$ cat config.mk
export PLATFORM = sky130hd
export DESIGN_NAME = pulse_width_frame_receiver_top_flat
export DESIGN_NICKNAME = d
export VERILOG_FILES = /design/src/design/pwfr_pkg.sv /design/src/design/pwfr_if.sv /design/src/design/pwfr_div.sv /design/src/design/pwfr_mem.sv /design/src/design/pulse_width_frame_receiver_top.sv /design/src/flat_wrapper.sv
export SDC_FILE = /design/constraint.sdc
export NUM_CORES = 1
export LEC_CHECK = 0
export BUFFER_PORTS_ARGS = -buffer_cell sky130_fd_sc_hd__buf_2
export CAP_MARGIN = 0
export CORE_MARGIN = 8
export CORE_UTILIZATION = 50
export CTS_CLUSTER_SIZE = 14
export DETAILED_ROUTE_END_ITERATION = 6
export GPL_ROUTABILITY_DRIVEN = 1
export PLACE_DENSITY_LB_ADDON = 0.1
export SYNTH_ARGS = -nofsm -noshare
export SYNTH_HDL_FRONTEND = slang
export SYNTH_SLANG_ARGS = --single-unit
$ cat constraint.sdc
create_clock -name i_clk -period 2.88 [get_ports i_clk]
set_clock_uncertainty 0.15 [all_clocks]
set_input_delay 0.144 -clock i_clk [delete_from_list [all_inputs] [get_ports i_clk]]
set_output_delay 0.144 -clock i_clk [all_outputs]
set_load 0.05 [all_outputs]
$ cat src/design/pwfr_pkg.sv
// Package with types, constants and helpers of the pulse width frame receiver.
package pwfr_pkg;

    localparam int UNIT_W    = 8;
    localparam int DUR_W     = 16;
    localparam int ERR_W     = 16;
    localparam int Q_W       = 8;
    localparam int DIV_NUM_W = DUR_W + 2;
    localparam int DIV_DEN_W = UNIT_W + 1;

    localparam logic [UNIT_W-1:0] UNIT_RESET = 8'd8;

    // Nominal pulse lengths in units.
    localparam logic [Q_W-1:0] LEN_START  = 8'd8;
    localparam logic [Q_W-1:0] LEN_SLAVE  = 8'd4;
    localparam logic [Q_W-1:0] LEN_MASTER = 8'd9;
    localparam logic [Q_W-1:0] LEN_HALF   = 8'd2;
    localparam logic [Q_W-1:0] LEN_FULL   = 8'd4;
    localparam logic [Q_W-1:0] LEN_STOP   = 8'd8;

    localparam logic KIND_STATUS = 1'b0;
    localparam logic KIND_DATA   = 1'b1;

    typedef enum logic [2:0] {
        PH_START0 = 3'd0,
        PH_START1 = 3'd1,
        PH_START2 = 3'd2,
        PH_HALF   = 3'd3,
        PH_FULL   = 3'd4,
        PH_STOP   = 3'd5
    } t_rx_phase;

    typedef enum logic [2:0] {
        ST_IDLE = 3'd0,
        ST_DIV  = 3'd1,
        ST_EVAL = 3'd2,
        ST_RES  = 3'd3,
        ST_READ = 3'd4,
        ST_EMIT = 3'd5
    } t_ctl_state;

    typedef struct packed {
        logic                 start;
        logic [DIV_NUM_W-1:0] num;
        logic [DIV_DEN_W-1:0] den;
    } t_div_req;

    typedef struct packed {
        logic                 done;
        logic [DIV_NUM_W-1:0] quot;
    } t_div_rsp;

    function automatic logic len_near(input logic [Q_W-1:0] q, input logic [Q_W-1:0] e);
        return (q >= e - 8'd1) && (q <= e + 8'd1);
    endfunction

    function automatic logic len_at_least(input logic [Q_W-1:0] q, input logic [Q_W-1:0] e);
        return q >= e - 8'd1;
    endfunction

endpackage

$ cat src/design/pwfr_if.sv
// Valid/ready channel interfaces for edge beats and result beats.
interface pwfr_in_if
    import pwfr_pkg::*;
();
    logic             valid;
    logic             ready;
    logic             cmd;
    logic [DUR_W-1:0] edge_duration;
    logic             tx_busy;

    modport source (output valid, cmd, edge_duration, tx_busy, input ready);
    modport sink   (input valid, cmd, edge_duration, tx_busy, output ready);
endinterface

interface pwfr_out_if
    import pwfr_pkg::*;
();
    logic             valid;
    logic             ready;
    logic             kind;
    logic [7:0]       data_byte;
    logic             last_byte;
    logic             sender_master;
    logic [ERR_W-1:0] error_count;
    logic             rejected;

    modport source (output valid, kind, data_byte, last_byte, sender_master, error_count,
                    rejected, input ready);
    modport sink   (input valid, kind, data_byte, last_byte, sender_master, error_count,
                    rejected, output ready);
endinterface

$ cat src/design/pwfr_div.sv
// Restoring divider, one quotient bit per cycle, used to round pulse lengths.
module pwfr_div
    import pwfr_pkg::*;
(
    input  logic     i_clk,
    input  logic     i_rst_n,
    input  t_div_req i_req,
    output t_div_rsp o_rsp
);
    localparam int CNT_W = $clog2(DIV_NUM_W);
    localparam logic [CNT_W-1:0] LAST_STEP = CNT_W'(DIV_NUM_W - 1);

    logic                 r_busy, n_busy;
    logic                 r_done, n_done;
    logic [CNT_W-1:0]     r_cnt, n_cnt;
    logic [DIV_DEN_W-1:0] r_rem, n_rem;
    logic [DIV_NUM_W-1:0] r_num, n_num;
    logic [DIV_DEN_W-1:0] r_den, n_den;
    logic [DIV_DEN_W:0]   trial;

    always_comb begin
        n_busy = r_busy;
        n_done = 1'b0;
        n_cnt  = r_cnt;
        n_rem  = r_rem;
        n_num  = r_num;
        n_den  = r_den;
        trial  = {r_rem, r_num[DIV_NUM_W-1]};
        if (i_req.start) begin
            n_busy = 1'b1;
            n_cnt  = '0;
            n_rem  = '0;
            n_num  = i_req.num;
            n_den  = i_req.den;
        end else if (r_busy) begin
            // A zero divisor always subtracts, giving an all-ones quotient that saturates.
            if (trial >= {1'b0, r_den}) begin
                n_rem = DIV_DEN_W'(trial - {1'b0, r_den});
                n_num = {r_num[DIV_NUM_W-2:0], 1'b1};
            end else begin
                n_rem = trial[DIV_DEN_W-1:0];
                n_num = {r_num[DIV_NUM_W-2:0], 1'b0};
            end
            n_cnt = r_cnt + 1'b1;
            if (r_cnt == LAST_STEP) begin
                n_busy = 1'b0;
                n_done = 1'b1;
            end
        end
    end

    always_ff @(posedge i_clk) begin
        if (!i_rst_n) begin
            r_busy <= 1'b0;
            r_done <= 1'b0;
            r_cnt  <= '0;
        end else begin
            r_busy <= n_busy;
            r_done <= n_done;
            r_cnt  <= n_cnt;
        end
    end

    always_ff @(posedge i_clk) begin
        r_rem <= n_rem;
        r_num <= n_num;
        r_den <= n_den;
    end

    assign o_rsp.done = r_done;
    assign o_rsp.quot = r_num;
endmodule

$ cat src/design/pwfr_mem.sv
// Frame byte store: one write port, one registered read port.
module pwfr_mem #(
    parameter int DEPTH = 16,
    parameter int IDX_W = 4
) (
    input  logic             i_clk,
    input  logic             i_we,
    input  logic [IDX_W-1:0] i_waddr,
    input  logic [7:0]       i_wdata,
    input  logic             i_re,
    input  logic [IDX_W-1:0] i_raddr,
    output logic [7:0]       o_rdata
);
    logic [7:0] r_mem [DEPTH];
    logic [7:0] r_rdata;

    always_ff @(posedge i_clk) begin
        if (i_we) begin
            r_mem[i_waddr] <= i_wdata;
        end
        if (i_re) begin
            r_rdata <= r_mem[i_raddr];
        end
    end

    assign o_rdata = r_rdata;
endmodule

$ cat src/design/pulse_width_frame_receiver_top.sv
// Top level of the pulse width frame receiver: control sequencer, frame state and output stage.
// An edge beat is accepted, then waits on the shift-subtract divider that rounds the length to
// pulse units (18 steps, then its registered done flag), then updates the frame state and then
// loads the result register once the output slot is free. A clear command or a beat rejected
// because the transmitter is busy skips the divider and goes straight to the result register.
// A finished frame is read back from the byte store one byte at a time (read, then emit),
// with last_byte on the final byte. The next edge beat is taken once the last result of the
// previous one sits in the output register; the receiver does not wait for it to be taken.
// Frame bytes are assembled in a register and written to the store whole, so the store needs
// no clearing after reset.
module pulse_width_frame_receiver_top
    import pwfr_pkg::*;
#(
    parameter int MAX_BYTES = 16
) (
    input  logic              i_clk,
    input  logic              i_rst_n,
    input  logic              i_cfg_we,
    input  logic [UNIT_W-1:0] i_cfg_data,
    pwfr_in_if.sink           i_edge,
    pwfr_out_if.source        o_result
);
    localparam int MAX_BITS = MAX_BYTES * 8;
    localparam int BC_W     = $clog2(MAX_BITS + 1);
    localparam int NB_W     = BC_W - 3;
    localparam int IDX_W    = (MAX_BYTES > 1) ? $clog2(MAX_BYTES) : 1;

    t_ctl_state        r_state, n_state;
    t_rx_phase         r_phase, n_phase;
    logic              r_last_bit, n_last_bit;
    logic [BC_W-1:0]   r_bit_cnt, n_bit_cnt;
    logic [7:0]        r_cur_byte, n_cur_byte;
    logic              r_role, n_role;
    logic [ERR_W-1:0]  r_errors, n_errors;
    logic [UNIT_W-1:0] r_pulse_unit;

    logic              r_cmd, n_cmd;
    logic              r_busy, n_busy;
    logic [Q_W-1:0]    r_q, n_q;
    logic [IDX_W-1:0]  r_rd_idx, n_rd_idx;
    logic [IDX_W-1:0]  r_last_idx, n_last_idx;

    logic              r_out_valid, n_out_valid;
    logic              r_out_kind, n_out_kind;
    logic [7:0]        r_out_data, n_out_data;
    logic              r_out_last, n_out_last;
    logic              r_out_role, n_out_role;
    logic [ERR_W-1:0]  r_out_err, n_out_err;
    logic              r_out_rej, n_out_rej;

    t_div_req          div_req;
    t_div_rsp          div_rsp;

    logic              mem_we;
    logic [IDX_W-1:0]  mem_waddr;
    logic [7:0]        mem_wdata;
    logic              mem_re;
    logic [7:0]        mem_rdata;

    logic              slot_free;
    logic              store_req;
    logic              store_inv;
    logic              done;
    logic              bit_val;
    logic [NB_W-1:0]   n_bytes;

    pwfr_div u_div (
        .i_clk  (i_clk),
        .i_rst_n(i_rst_n),
        .i_req  (div_req),
        .o_rsp  (div_rsp)
    );

    pwfr_mem #(
        .DEPTH(MAX_BYTES),
        .IDX_W(IDX_W)
    ) u_mem (
        .i_clk  (i_clk),
        .i_we   (mem_we),
        .i_waddr(mem_waddr),
        .i_wdata(mem_wdata),
        .i_re   (mem_re),
        .i_raddr(r_rd_idx),
        .o_rdata(mem_rdata)
    );

    assign slot_free      = !r_out_valid || o_result.ready;
    assign i_edge.ready   = (r_state == ST_IDLE);
    assign n_bytes        = r_bit_cnt[BC_W-1:3];

    always_comb begin
        n_state     = r_state;
        n_phase     = r_phase;
        n_last_bit  = r_last_bit;
        n_bit_cnt   = r_bit_cnt;
        n_cur_byte  = r_cur_byte;
        n_role      = r_role;
        n_errors    = r_errors;
        n_cmd       = r_cmd;
        n_busy      = r_busy;
        n_q         = r_q;
        n_rd_idx    = r_rd_idx;
        n_last_idx  = r_last_idx;
        n_out_valid = r_out_valid && !o_result.ready;
        n_out_kind  = r_out_kind;
        n_out_data  = r_out_data;
        n_out_last  = r_out_last;
        n_out_role  = r_out_role;
        n_out_err   = r_out_err;
        n_out_rej   = r_out_rej;
        div_req     = '0;
        mem_we      = 1'b0;
        mem_waddr   = r_bit_cnt[3 +: IDX_W];
        mem_wdata   = '0;
        mem_re      = 1'b0;
        store_req   = 1'b0;
        store_inv   = 1'b0;
        done        = 1'b0;
        bit_val     = 1'b0;

        case (r_state)
            ST_IDLE: begin
                if (i_edge.valid) begin
                    n_cmd  = i_edge.cmd;
                    n_busy = i_edge.tx_busy;
                    if (i_edge.cmd || i_edge.tx_busy) begin
                        n_state = ST_RES;
                    end else begin
                        // Rounded length is floor((2d + u) / 2u).
                        div_req.start = 1'b1;
                        div_req.num   = {1'b0, i_edge.edge_duration, 1'b0}
                                        + DIV_NUM_W'(r_pulse_unit);
                        div_req.den   = {r_pulse_unit, 1'b0};
                        n_state       = ST_DIV;
                    end
                end
            end
            ST_DIV: begin
                if (div_rsp.done) begin
                    n_q     = (|div_rsp.quot[DIV_NUM_W-1:Q_W]) ? '1 : div_rsp.quot[Q_W-1:0];
                    n_state = ST_EVAL;
                end
            end
            ST_EVAL: begin
                case (r_phase)
                    PH_START0: begin
                        if (len_near(r_q, LEN_START)) begin
                            n_phase    = PH_START1;
                            n_last_bit = 1'b0;
                            n_bit_cnt  = '0;
                            n_cur_byte = '0;
                        end else begin
                            n_errors = r_errors + 1'b1;
                        end
                    end
                    PH_START1: begin
                        if (len_near(r_q, LEN_SLAVE)) begin
                            n_phase = PH_START2;
                            n_role  = 1'b0;
                        end else if (len_near(r_q, LEN_MASTER)) begin
                            n_phase = PH_START2;
                            n_role  = 1'b1;
                        end else begin
                            n_errors = r_errors + 1'b1;
                            n_phase  = PH_START0;
                        end
                    end
                    PH_START2: begin
                        if (len_near(r_q, LEN_HALF)) begin
                            n_phase = PH_HALF;
                        end else if (len_near(r_q, LEN_FULL)) begin
                            store_req = 1'b1;
                            store_inv = 1'b1;
                            n_phase   = PH_FULL;
                        end else begin
                            n_errors = r_errors + 1'b1;
                            n_phase  = PH_START0;
                        end
                    end
                    PH_HALF: begin
                        if (len_near(r_q, LEN_HALF)) begin
                            store_req = 1'b1;
                            n_phase   = PH_FULL;
                        end else begin
                            n_errors = r_errors + 1'b1;
                            n_phase  = PH_START0;
                        end
                    end
                    PH_FULL: begin
                        if (len_near(r_q, LEN_HALF)) begin
                            n_phase = PH_HALF;
                        end else if (len_near(r_q, LEN_FULL)) begin
                            store_req = 1'b1;
                            store_inv = 1'b1;
                        end else if (!r_last_bit && len_near(r_q, LEN_STOP)
                                     && (r_bit_cnt[2:0] == 3'd0)) begin
                            n_phase = PH_STOP;
                        end else if (r_last_bit && len_at_least(r_q, LEN_STOP)
                                     && (r_bit_cnt[2:0] == 3'd0)) begin
                            done = 1'b1;
                        end else begin
                            n_errors = r_errors + 1'b1;
                            n_phase  = PH_START0;
                        end
                    end
                    PH_STOP: begin
                        // After a stop that follows a zero, any edge closes the frame.
                        done = 1'b1;
                    end
                    default: begin
                        n_phase = PH_START0;
                    end
                endcase

                // Bits past a full buffer are dropped without touching the bit state.
                if (store_req && (r_bit_cnt < BC_W'(MAX_BITS))) begin
                    bit_val    = r_last_bit ^ store_inv;
                    n_last_bit = bit_val;
                    n_bit_cnt  = r_bit_cnt + 1'b1;
                    if (r_bit_cnt[2:0] == 3'd7) begin
                        mem_we     = 1'b1;
                        mem_wdata  = {bit_val, r_cur_byte[6:0]};
                        n_cur_byte = '0;
                    end else begin
                        n_cur_byte = r_cur_byte | (8'(bit_val) << r_bit_cnt[2:0]);
                    end
                end

                n_state = ST_RES;
                if (done) begin
                    n_phase = PH_START0;
                    if (n_bytes != '0) begin
                        n_rd_idx   = '0;
                        n_last_idx = IDX_W'(n_bytes - 1'b1);
                        n_state    = ST_READ;
                    end
                end
            end
            ST_RES: begin
                if (slot_free) begin
                    n_out_valid = 1'b1;
                    n_out_kind  = KIND_STATUS;
                    n_out_data  = '0;
                    n_out_last  = 1'b0;
                    n_out_role  = r_role;
                    n_out_err   = r_errors;
                    n_out_rej   = r_busy && !r_cmd;
                    if (r_cmd) begin
                        n_errors = '0;
                    end
                    n_state = ST_IDLE;
                end
            end
            ST_READ: begin
                mem_re  = 1'b1;
                n_state = ST_EMIT;
            end
            ST_EMIT: begin
                if (slot_free) begin
                    n_out_valid = 1'b1;
                    n_out_kind  = KIND_DATA;
                    n_out_data  = mem_rdata;
                    n_out_last  = (r_rd_idx == r_last_idx);
                    n_out_role  = r_role;
                    n_out_err   = r_errors;
                    n_out_rej   = 1'b0;
                    if (r_rd_idx == r_last_idx) begin
                        n_state = ST_IDLE;
                    end else begin
                        n_rd_idx = r_rd_idx + 1'b1;
                        n_state  = ST_READ;
                    end
                end
            end
            default: begin
                n_state = ST_IDLE;
            end
        endcase
    end

    always_ff @(posedge i_clk) begin
        if (!i_rst_n) begin
            r_state      <= ST_IDLE;
            r_phase      <= PH_START0;
            r_last_bit   <= 1'b0;
            r_bit_cnt    <= '0;
            r_cur_byte   <= '0;
            r_role       <= 1'b0;
            r_errors     <= '0;
            r_pulse_unit <= UNIT_RESET;
            r_out_valid  <= 1'b0;
        end else begin
            r_state      <= n_state;
            r_phase      <= n_phase;
            r_last_bit   <= n_last_bit;
            r_bit_cnt    <= n_bit_cnt;
            r_cur_byte   <= n_cur_byte;
            r_role       <= n_role;
            r_errors     <= n_errors;
            r_out_valid  <= n_out_valid;
            if (i_cfg_we) begin
                r_pulse_unit <= i_cfg_data;
            end
        end
    end

    always_ff @(posedge i_clk) begin
        r_cmd      <= n_cmd;
        r_busy     <= n_busy;
        r_q        <= n_q;
        r_rd_idx   <= n_rd_idx;
        r_last_idx <= n_last_idx;
        r_out_kind <= n_out_kind;
        r_out_data <= n_out_data;
        r_out_last <= n_out_last;
        r_out_role <= n_out_role;
        r_out_err  <= n_out_err;
        r_out_rej  <= n_out_rej;
    end

    assign o_result.valid         = r_out_valid;
    assign o_result.kind          = r_out_kind;
    assign o_result.data_byte     = r_out_data;
    assign o_result.last_byte     = r_out_last;
    assign o_result.sender_master = r_out_role;
    assign o_result.error_count   = r_out_err;
    assign o_result.rejected      = r_out_rej;
endmodule

$ cat src/flat_wrapper.sv
// flat-port wrapper written by rule: the top's interface ports become plain ports
module pulse_width_frame_receiver_top_flat import pwfr_pkg::*;
#(
    parameter int MAX_BYTES = 16
)
  (i_clk, i_rst_n, i_cfg_we, i_cfg_data, i_edge_valid, i_edge_cmd, i_edge_edge_duration, i_edge_tx_busy, i_edge_ready, o_result_valid, o_result_kind, o_result_data_byte, o_result_last_byte, o_result_sender_master, o_result_error_count, o_result_rejected, o_result_ready);
  pwfr_in_if i_edge_i ();
  pwfr_out_if o_result_i ();
  input  logic i_clk;
  input  logic i_rst_n;
  input  logic i_cfg_we;
  input  logic [UNIT_W-1:0] i_cfg_data;
  input wire logic [$bits(i_edge_i.valid)-1:0] i_edge_valid;
  input wire logic [$bits(i_edge_i.cmd)-1:0] i_edge_cmd;
  input wire logic [$bits(i_edge_i.edge_duration)-1:0] i_edge_edge_duration;
  input wire logic [$bits(i_edge_i.tx_busy)-1:0] i_edge_tx_busy;
  output wire logic [$bits(i_edge_i.ready)-1:0] i_edge_ready;
  output wire logic [$bits(o_result_i.valid)-1:0] o_result_valid;
  output wire logic [$bits(o_result_i.kind)-1:0] o_result_kind;
  output wire logic [$bits(o_result_i.data_byte)-1:0] o_result_data_byte;
  output wire logic [$bits(o_result_i.last_byte)-1:0] o_result_last_byte;
  output wire logic [$bits(o_result_i.sender_master)-1:0] o_result_sender_master;
  output wire logic [$bits(o_result_i.error_count)-1:0] o_result_error_count;
  output wire logic [$bits(o_result_i.rejected)-1:0] o_result_rejected;
  input wire logic [$bits(o_result_i.ready)-1:0] o_result_ready;
  assign i_edge_i.valid = i_edge_valid;
  assign i_edge_i.cmd = i_edge_cmd;
  assign i_edge_i.edge_duration = i_edge_edge_duration;
  assign i_edge_i.tx_busy = i_edge_tx_busy;
  assign i_edge_ready = i_edge_i.ready;
  assign o_result_valid = o_result_i.valid;
  assign o_result_kind = o_result_i.kind;
  assign o_result_data_byte = o_result_i.data_byte;
  assign o_result_last_byte = o_result_i.last_byte;
  assign o_result_sender_master = o_result_i.sender_master;
  assign o_result_error_count = o_result_i.error_count;
  assign o_result_rejected = o_result_i.rejected;
  assign o_result_i.ready = o_result_ready;
  pulse_width_frame_receiver_top #(.MAX_BYTES(MAX_BYTES)) u_core (.i_clk(i_clk), .i_rst_n(i_rst_n), .i_cfg_we(i_cfg_we), .i_cfg_data(i_cfg_data), .i_edge(i_edge_i), .o_result(o_result_i));
endmodule
=== After elaboration in Yosys (flattened, before gate mapping) ===
Memory sizes are Yosys's and may differ from the RTL's. A register that Yosys moved wholly into a read port is not among the register bits.
Index checks and enable logic that the tools add are counted.

* Word-level logic and storage cells: 228
* Bits in registers: 138
* Memories kept: 1
* Memory bits (writable): 128
* Output and inout bits: 30

{| class="wikitable"
|+ Memories
! memory !! words !! bits a word !! rd ports !! clocked after memory_dff !! wr ports !! RTL line !! text
|-
| u_core.u_mem.r_mem || 16 || 8 || 1 || 1 || 1 || pwfr_mem.sv:14 || <nowiki>logic [7:0] r_mem [DEPTH];</nowiki>
|}

* Add/sub/neg operators: 7
* Multiplexer cells: 95
* Shift-type cells: 1
* Reduce and logical (&&, ||, !) cells: 45
* Bitwise operators: 6
* Equal/unequal tests: 36
* $lt $le $gt $ge: 10

{| class="wikitable"
|+ Operator list
! operator !! number
|-
| 2-to-1 mux 16 bit || 12
|-
| 2-to-1 mux 28 bit || 3
|-
| 2-to-1 mux 8 bit || 10
|-
| case mux 16 bit (5 select lines) || 1
|-
| 2-to-1 mux 3 bit || 17
|-
| 2-to-1 mux 18 bit || 2
|-
| case mux 3 bit (6 select lines) || 2
|-
| 2-to-1 mux 1 bit || 33
|-
| case mux 16 bit (2 select lines) || 1
|-
| != test 3 bit (second input constant) || 10
|-
| adder 17 x 8 -> 18 bit || 1
|-
| adder 16 x 1 -> 16 bit (second input constant) || 1
|-
| less-or-equal comparator 8 x 4 -> 1 bit (second input constant) || 2
|-
| 2-to-1 mux 4 bit || 4
|-
| case mux 8 bit (2 select lines) || 1
|-
| equality test 3 bit (second input constant) || 5
|-
| AND reduction 14 bit || 1
|-
| nonzero test 2 bit || 7
|-
| equality test 3 x 2 -> 1 bit (second input constant) || 4
|-
| != test 2 x 1 -> 1 bit (second input constant) || 6
|-
| AND reduction 3 bit || 4
|-
| logical AND 1 bit || 11
|-
| greater-or-equal comparator 10 x 9 -> 1 bit || 1
|-
| case mux 1 bit (2 select lines) || 5
|-
| 37 further kinds || 56
|}

=== Depth between registers and ports, before layout ===
* Depth in word-level cells: 11
* Mapped depth: 10
* Depth with buffers taken out: 9

=== By module ===
From an unflattened synthesis, not the netlist that was laid out.

* Cells, all modules: 953
* Area total of the unflattened synthesis: 12612.1 um^2

{| class="wikitable"
|+ By module, submodules not included
! module !! area an instance (um^2) !! instances !! cells each
|-
| pwfr_mem || 5227.5 || 1 || 229
|-
| pulse_width_frame_receiver_top || 5206.2 || 1 || 536
|-
| pwfr_div || 2178.3 || 1 || 188
|}

=== Worst setup path before layout ===
Ideal clock, no wire load.

* Path kind: reg-to-reg
* From: register u_core.r_state[2]
* To: register u_core.u_div.r_num[0], enable pin
* Buffers on the path: 3
* Cell stages (with the launch flop): 8
* Slack: -0.590 ns
* Setup time: 0.375 ns
* Required time: 2.355 ns
* Arrival: 2.946 ns
* Period minus slack after synthesis: 3.470 ns
* Cell sequence: dfxtp_1 > clkbuf_1 > nor3_1 > and2_1 > nand2_1 > clkbuf_1 > clkbuf_1 > nand2_1

* Cells in the longest elaborated chain, start to end: 3

{| class="wikitable"
|+ RTL lines
! item !! RTL line !! text
|-
| start: declaration || pulse_width_frame_receiver_top.sv:28 || <nowiki>t_ctl_state r_state, n_state;</nowiki>
|-
| start signal: assignment || pulse_width_frame_receiver_top.sv:293 || <nowiki>r_state <= n_state;</nowiki>
|-
| zero test 3 bit || - ||
|-
| named net i_edge_ready || flat_wrapper.sv:17 || <nowiki>output wire logic [$bits(i_edge_i.ready)-1:0] i_edge_ready;</nowiki>
|-
| 2-to-1 mux 28 bit || pulse_width_frame_receiver_top.sv:121 || <nowiki>case (r_state)</nowiki>
|-
| nonzero test 2 bit (no line) || - ||
|-
| end signal: assignment || pwfr_div.sv:66 || <nowiki>r_num <= n_num;</nowiki>
|-
| end: declaration || pwfr_div.sv:17 || <nowiki>logic [DIV_NUM_W-1:0] r_num, n_num;</nowiki>
|}

The timed path passes the listed nets, and every way through them passes these cells.
A chain may end at the register's enable or synchronous reset.

=== Worst setup path in the final report ===
* From: register u_core.r_pulse_unit[2]
* To: register u_core.u_div.r_num[16] (data pin)

* Cells in the longest elaborated chain, start to end: 5

{| class="wikitable"
|+ RTL lines
! item !! RTL line !! text
|-
| start: declaration || pulse_width_frame_receiver_top.sv:35 || <nowiki>logic [UNIT_W-1:0] r_pulse_unit;</nowiki>
|-
| start signal: assignment || pulse_width_frame_receiver_top.sv:302 || <nowiki>r_pulse_unit <= i_cfg_data;</nowiki>
|-
| adder 17 x 8 -> 18 bit || pulse_width_frame_receiver_top.sv:132 || <nowiki>+ DIV_NUM_W'(r_pulse_unit);</nowiki>
|-
| 2-to-1 mux 28 bit || pulse_width_frame_receiver_top.sv:126 || <nowiki>if (i_edge.cmd || i_edge.tx_busy) begin</nowiki>
|-
| 2-to-1 mux 28 bit || pulse_width_frame_receiver_top.sv:123 || <nowiki>if (i_edge.valid) begin</nowiki>
|-
| 2-to-1 mux 28 bit || pulse_width_frame_receiver_top.sv:121 ||
|-
| 2-to-1 mux 18 bit || pwfr_div.sv:29 || <nowiki>if (i_req.start) begin</nowiki>
|-
| named net u_core.u_div.n_num[16] || pwfr_div.sv:17 ||
|}

The timed path passes the listed nets, and every way through them passes these cells.

==> impl_metrics.py <==
metrics = {
    "floorplanning": {
        "io_pins": 61,
        "start_util_pct": 51.1,
        "die_h_um": 174,
        "rows": 57,
        "core-area_mm2": 0.0244,
        "die-area_mm2": 0.0302,
        "dieWidth_um": 174,
    },
    "timing": {
        "finalCriticalPeriod_ns": 2.73,
        "report.final.slew_viol_count": 0,
        "rsz0062_at_grt": "true",
        "hold_slack_ns": 0.0731,
        "relSlewSlack_pct": 54.6,
        "worstMarginPinSlew_ns": 0.679,
        "hold_viol_final": 0,
        "max_freq_mhz": 366,
        "fin_crit_sh_pct": 95.0,
        "setup_violations": 0,
    },
    "clock_network": {
        "ctsHtreeMaxLevel": 1,
        "cts_buffers": 29,
        "path_clk_slew_ns": 0.06,
        "cts_tree": "built",
        "cts-root-buf": "clkbuf_16",
        "insertion_delay_ns": 0.54,
        "clock_sinks": 272,
        "clockBufferDepth": 3,
    },
    "route": {
        "vias": 8451,
        "drtPass1Iterations": 5,
        "post_drt_wl_per_cell_um": 18.5,
        "top_layer_used": "met4",
        "drc": 0,
        "vias_per_cell": 5.68,
        "ant_nets": 0,
        "dr_wl_met2_um": 11700,
        "dr.first_iter.drc_count": 613,
        "met1_length_um": 13800,
        "dr_wl_met3_um": 1660,
        "routed_wl_um": 27500,
    },
    "synth": {
        "yosysSeqAreaShare_pct": 60.4,
        "synth_nets": 1073,
        "synth_top_area_share_pct": 50.1,
        "synth.cell_area_mm2": 0.0125,
        "yosysWarnings": 0,
        "synthCells": 1013,
        "synth.largest_area_cell": "edfxtp_1",
        "avgSynthCellArea_um2": 12.3,
        "synth.distinct_cells": 74,
        "synth-seq-cells": 272,
        "synth_edf_count": 208,
        "synth_ff_type": "edfxtp_1",
        "synthArstFlopShare_pct": 0,
        "synth_area_leaders": "edfxtp_1, dfxtp_1, mux2i_1",
    },
    "cells_and_area": {
        "layout_commonest_cell": "edfxtp_1",
        "layout_common_cells": "edfxtp_1, nand2_1, nor2_1",
        "finish.net_count": 1201,
        "fin_cells": 1488,
        "n_antenna_cell": 0,
        "fin_area_mm2": 0.0147,
        "area.growth.synth_to_final_pct": 18.2,
        "final_util_pct": 60.4,
        "drive_above_1_share_pct": 19.6,
    },
    "placed_design": {
        "dpl_cell_area_mm2": 0.0134,
        "gp_congestion": 0.859,
        "dp.cells": 1397,
        "hpwl_um": 18600,
        "io_buffers": 60,
    },
    "pwr": {
        "p_seq_share_pct": 49.7,
        "power-per-cell-area_mw_per_mm2": 594,
        "pwr-share-clk_pct": 42.1,
        "p_switching_uw": 1940,
        "swShare_pct": 22.2,
        "internal_power_uw": 6810,
        "vdd_drop_max_mv": 0.419,
        "power.static_leakage_uw": 0.00519,
        "combPwrFrac_pct": 8.3,
    },
    "grt": {
        "grt_pass1_vias": 8186,
        "grt_pass1_wl_um": 45100,
        "grt_usage_pct": 18.2,
        "antenna_found_initial": 0,
        "grt_max_degree": 53,
        "gr-total-overflow": 0,
    },
    "worst_setup_path": {
        "end_kind": "register",
        "critPathArrivalTime_ns": 2.85,
        "required_ns": 3.00,
        "rrSetupSlack_ns": 0.15,
        "cp-start-kind": "register",
        "critical_path_class": "reg2reg",
        "critical_path.max_fanout": 5,
    },
    "run": {
        "drv_cap": 0,
    },
    "worst_hold_path": {
        "hold_class": "in2reg",
    },
    "status": {
        "status": "completed",
    },
}
area by class of cell:
| type | instances | area [µm²] |
|---|---|---|
| fill | 1988 | 9660 |
| sequential | 272 | 7530 |
| multi-input combinational | 658 | 4660 |
| timing repair buffer | 149 | 1070 |
| clock buffer | 38 | 800 |
| tap | 324 | 405 |
| clock inverter | 16 | 154 |
| inverter | 31 | 116 |
cell families after synthesis:
family          synth area share (%)
buf+inv                         2.61
compound gates                  10.7
flops                           60.4
simple gates                    14.2
xor+xnor                        1.83
fa+ha+maj                       3.03
mux                             7.25
power groups by stage:
stage          registers (µW)  logic [µW]  clock network [µW]
4_1_cts                  4340         721                3770
3_5_place_dp             4430         678                   0
6_report                 4340         723                3680
2_1_floorplan            4450         456                   0
5_1_grt                  4360         812                3900
3_3_place_gp             4420         668                   0
critical path, stage by stage (launching register included):
cell and delay (ns):
dfxtp_2 0.34, ha_1 0.29, a21oi_2 0.17, o211ai_1 0.14, o41a_1 0.49, nand3_1 0.14, xor2_1 0.15, dlygate4sd3_1 0.55
o21ai_0 0.07
flip-flops by register name, indices dropped and copies added, names as in the netlist, 3 cells and up:
name / cells
u_core.r_state: 3
u_core.r_cur_byte: 7
u_core.u_div.r_den: 8
u_core.u_mem.o_rdata: 8
u_core.u_div.r_cnt: 5
u_core.u_mem.r_mem: 128
u_core.r_phase: 3
u_core.r_errors: 16
u_core.r_q: 8
u_core.u_div.r_num: 18
u_core.r_bit_cnt: 8
u_core.r_last_idx: 4
u_core.r_rd_idx: 4
u_core.r_pulse_unit: 8
u_core.o_result.data_byte: 8
u_core.o_result.error_count: 16
u_core.u_div.r_rem: 9
cell usage after synthesis (12+ instances only):
cell type / instances
mux2i_1: 43
a21oi_1: 45
dfxtp_1: 64
edfxtp_1: 208
nand2_1: 74
ha_1: 27
xor2_1: 15
or2_2: 12
inv_1: 31
nor3_1: 26
nor2_1: 66
a22oi_1: 12
and3_1: 21
o21ai_0: 49
mux4_2: 17
nand3_1: 27
clkbuf_1: 40
and2_1: 37
through the flow:
step                      TNS [ns]  worst slack, ns  power (µW)
after global placement           0           0.0888        5090
after detailed placement         0           0.0807        5110
after CTS                        0           0.0303        8830
final                            0            0.145        8750
after floorplan                  0            0.110        4910
after global routing        -0.209          -0.0144        9070
routing by layer:
layer / up-vias / global-route usage [%]
met3: 35 / 3.77
met1: 4094 / 27.4
li1: 4106 / -
met5: - / 0
met2: 216 / 26.5
met4: 0 / 4.03
worst paths after layout:
check	from	end	depth (start not counted)
worst min-delay path	i_edge_edge_duration[2]	u_core.u_div.r_num[3]	4
worst max register to register	u_core.r_pulse_unit[2]	u_core.u_div.r_num[16]	8
worst min register to register	u_core.r_role	u_core.o_result.sender_master	0
worst max-delay path	u_core.r_pulse_unit[2]	u_core.u_div.r_num[16]	8
timing repair:
item / CTS / global route
hold buffers: 36 / 0
setup buffers: 0 / 2
endpoints found under the setup margin: 0 / 113
hold endpoints to repair: 35 / 0
resized for setup: 0 / 16
Power figures use the tool's default switching activity.
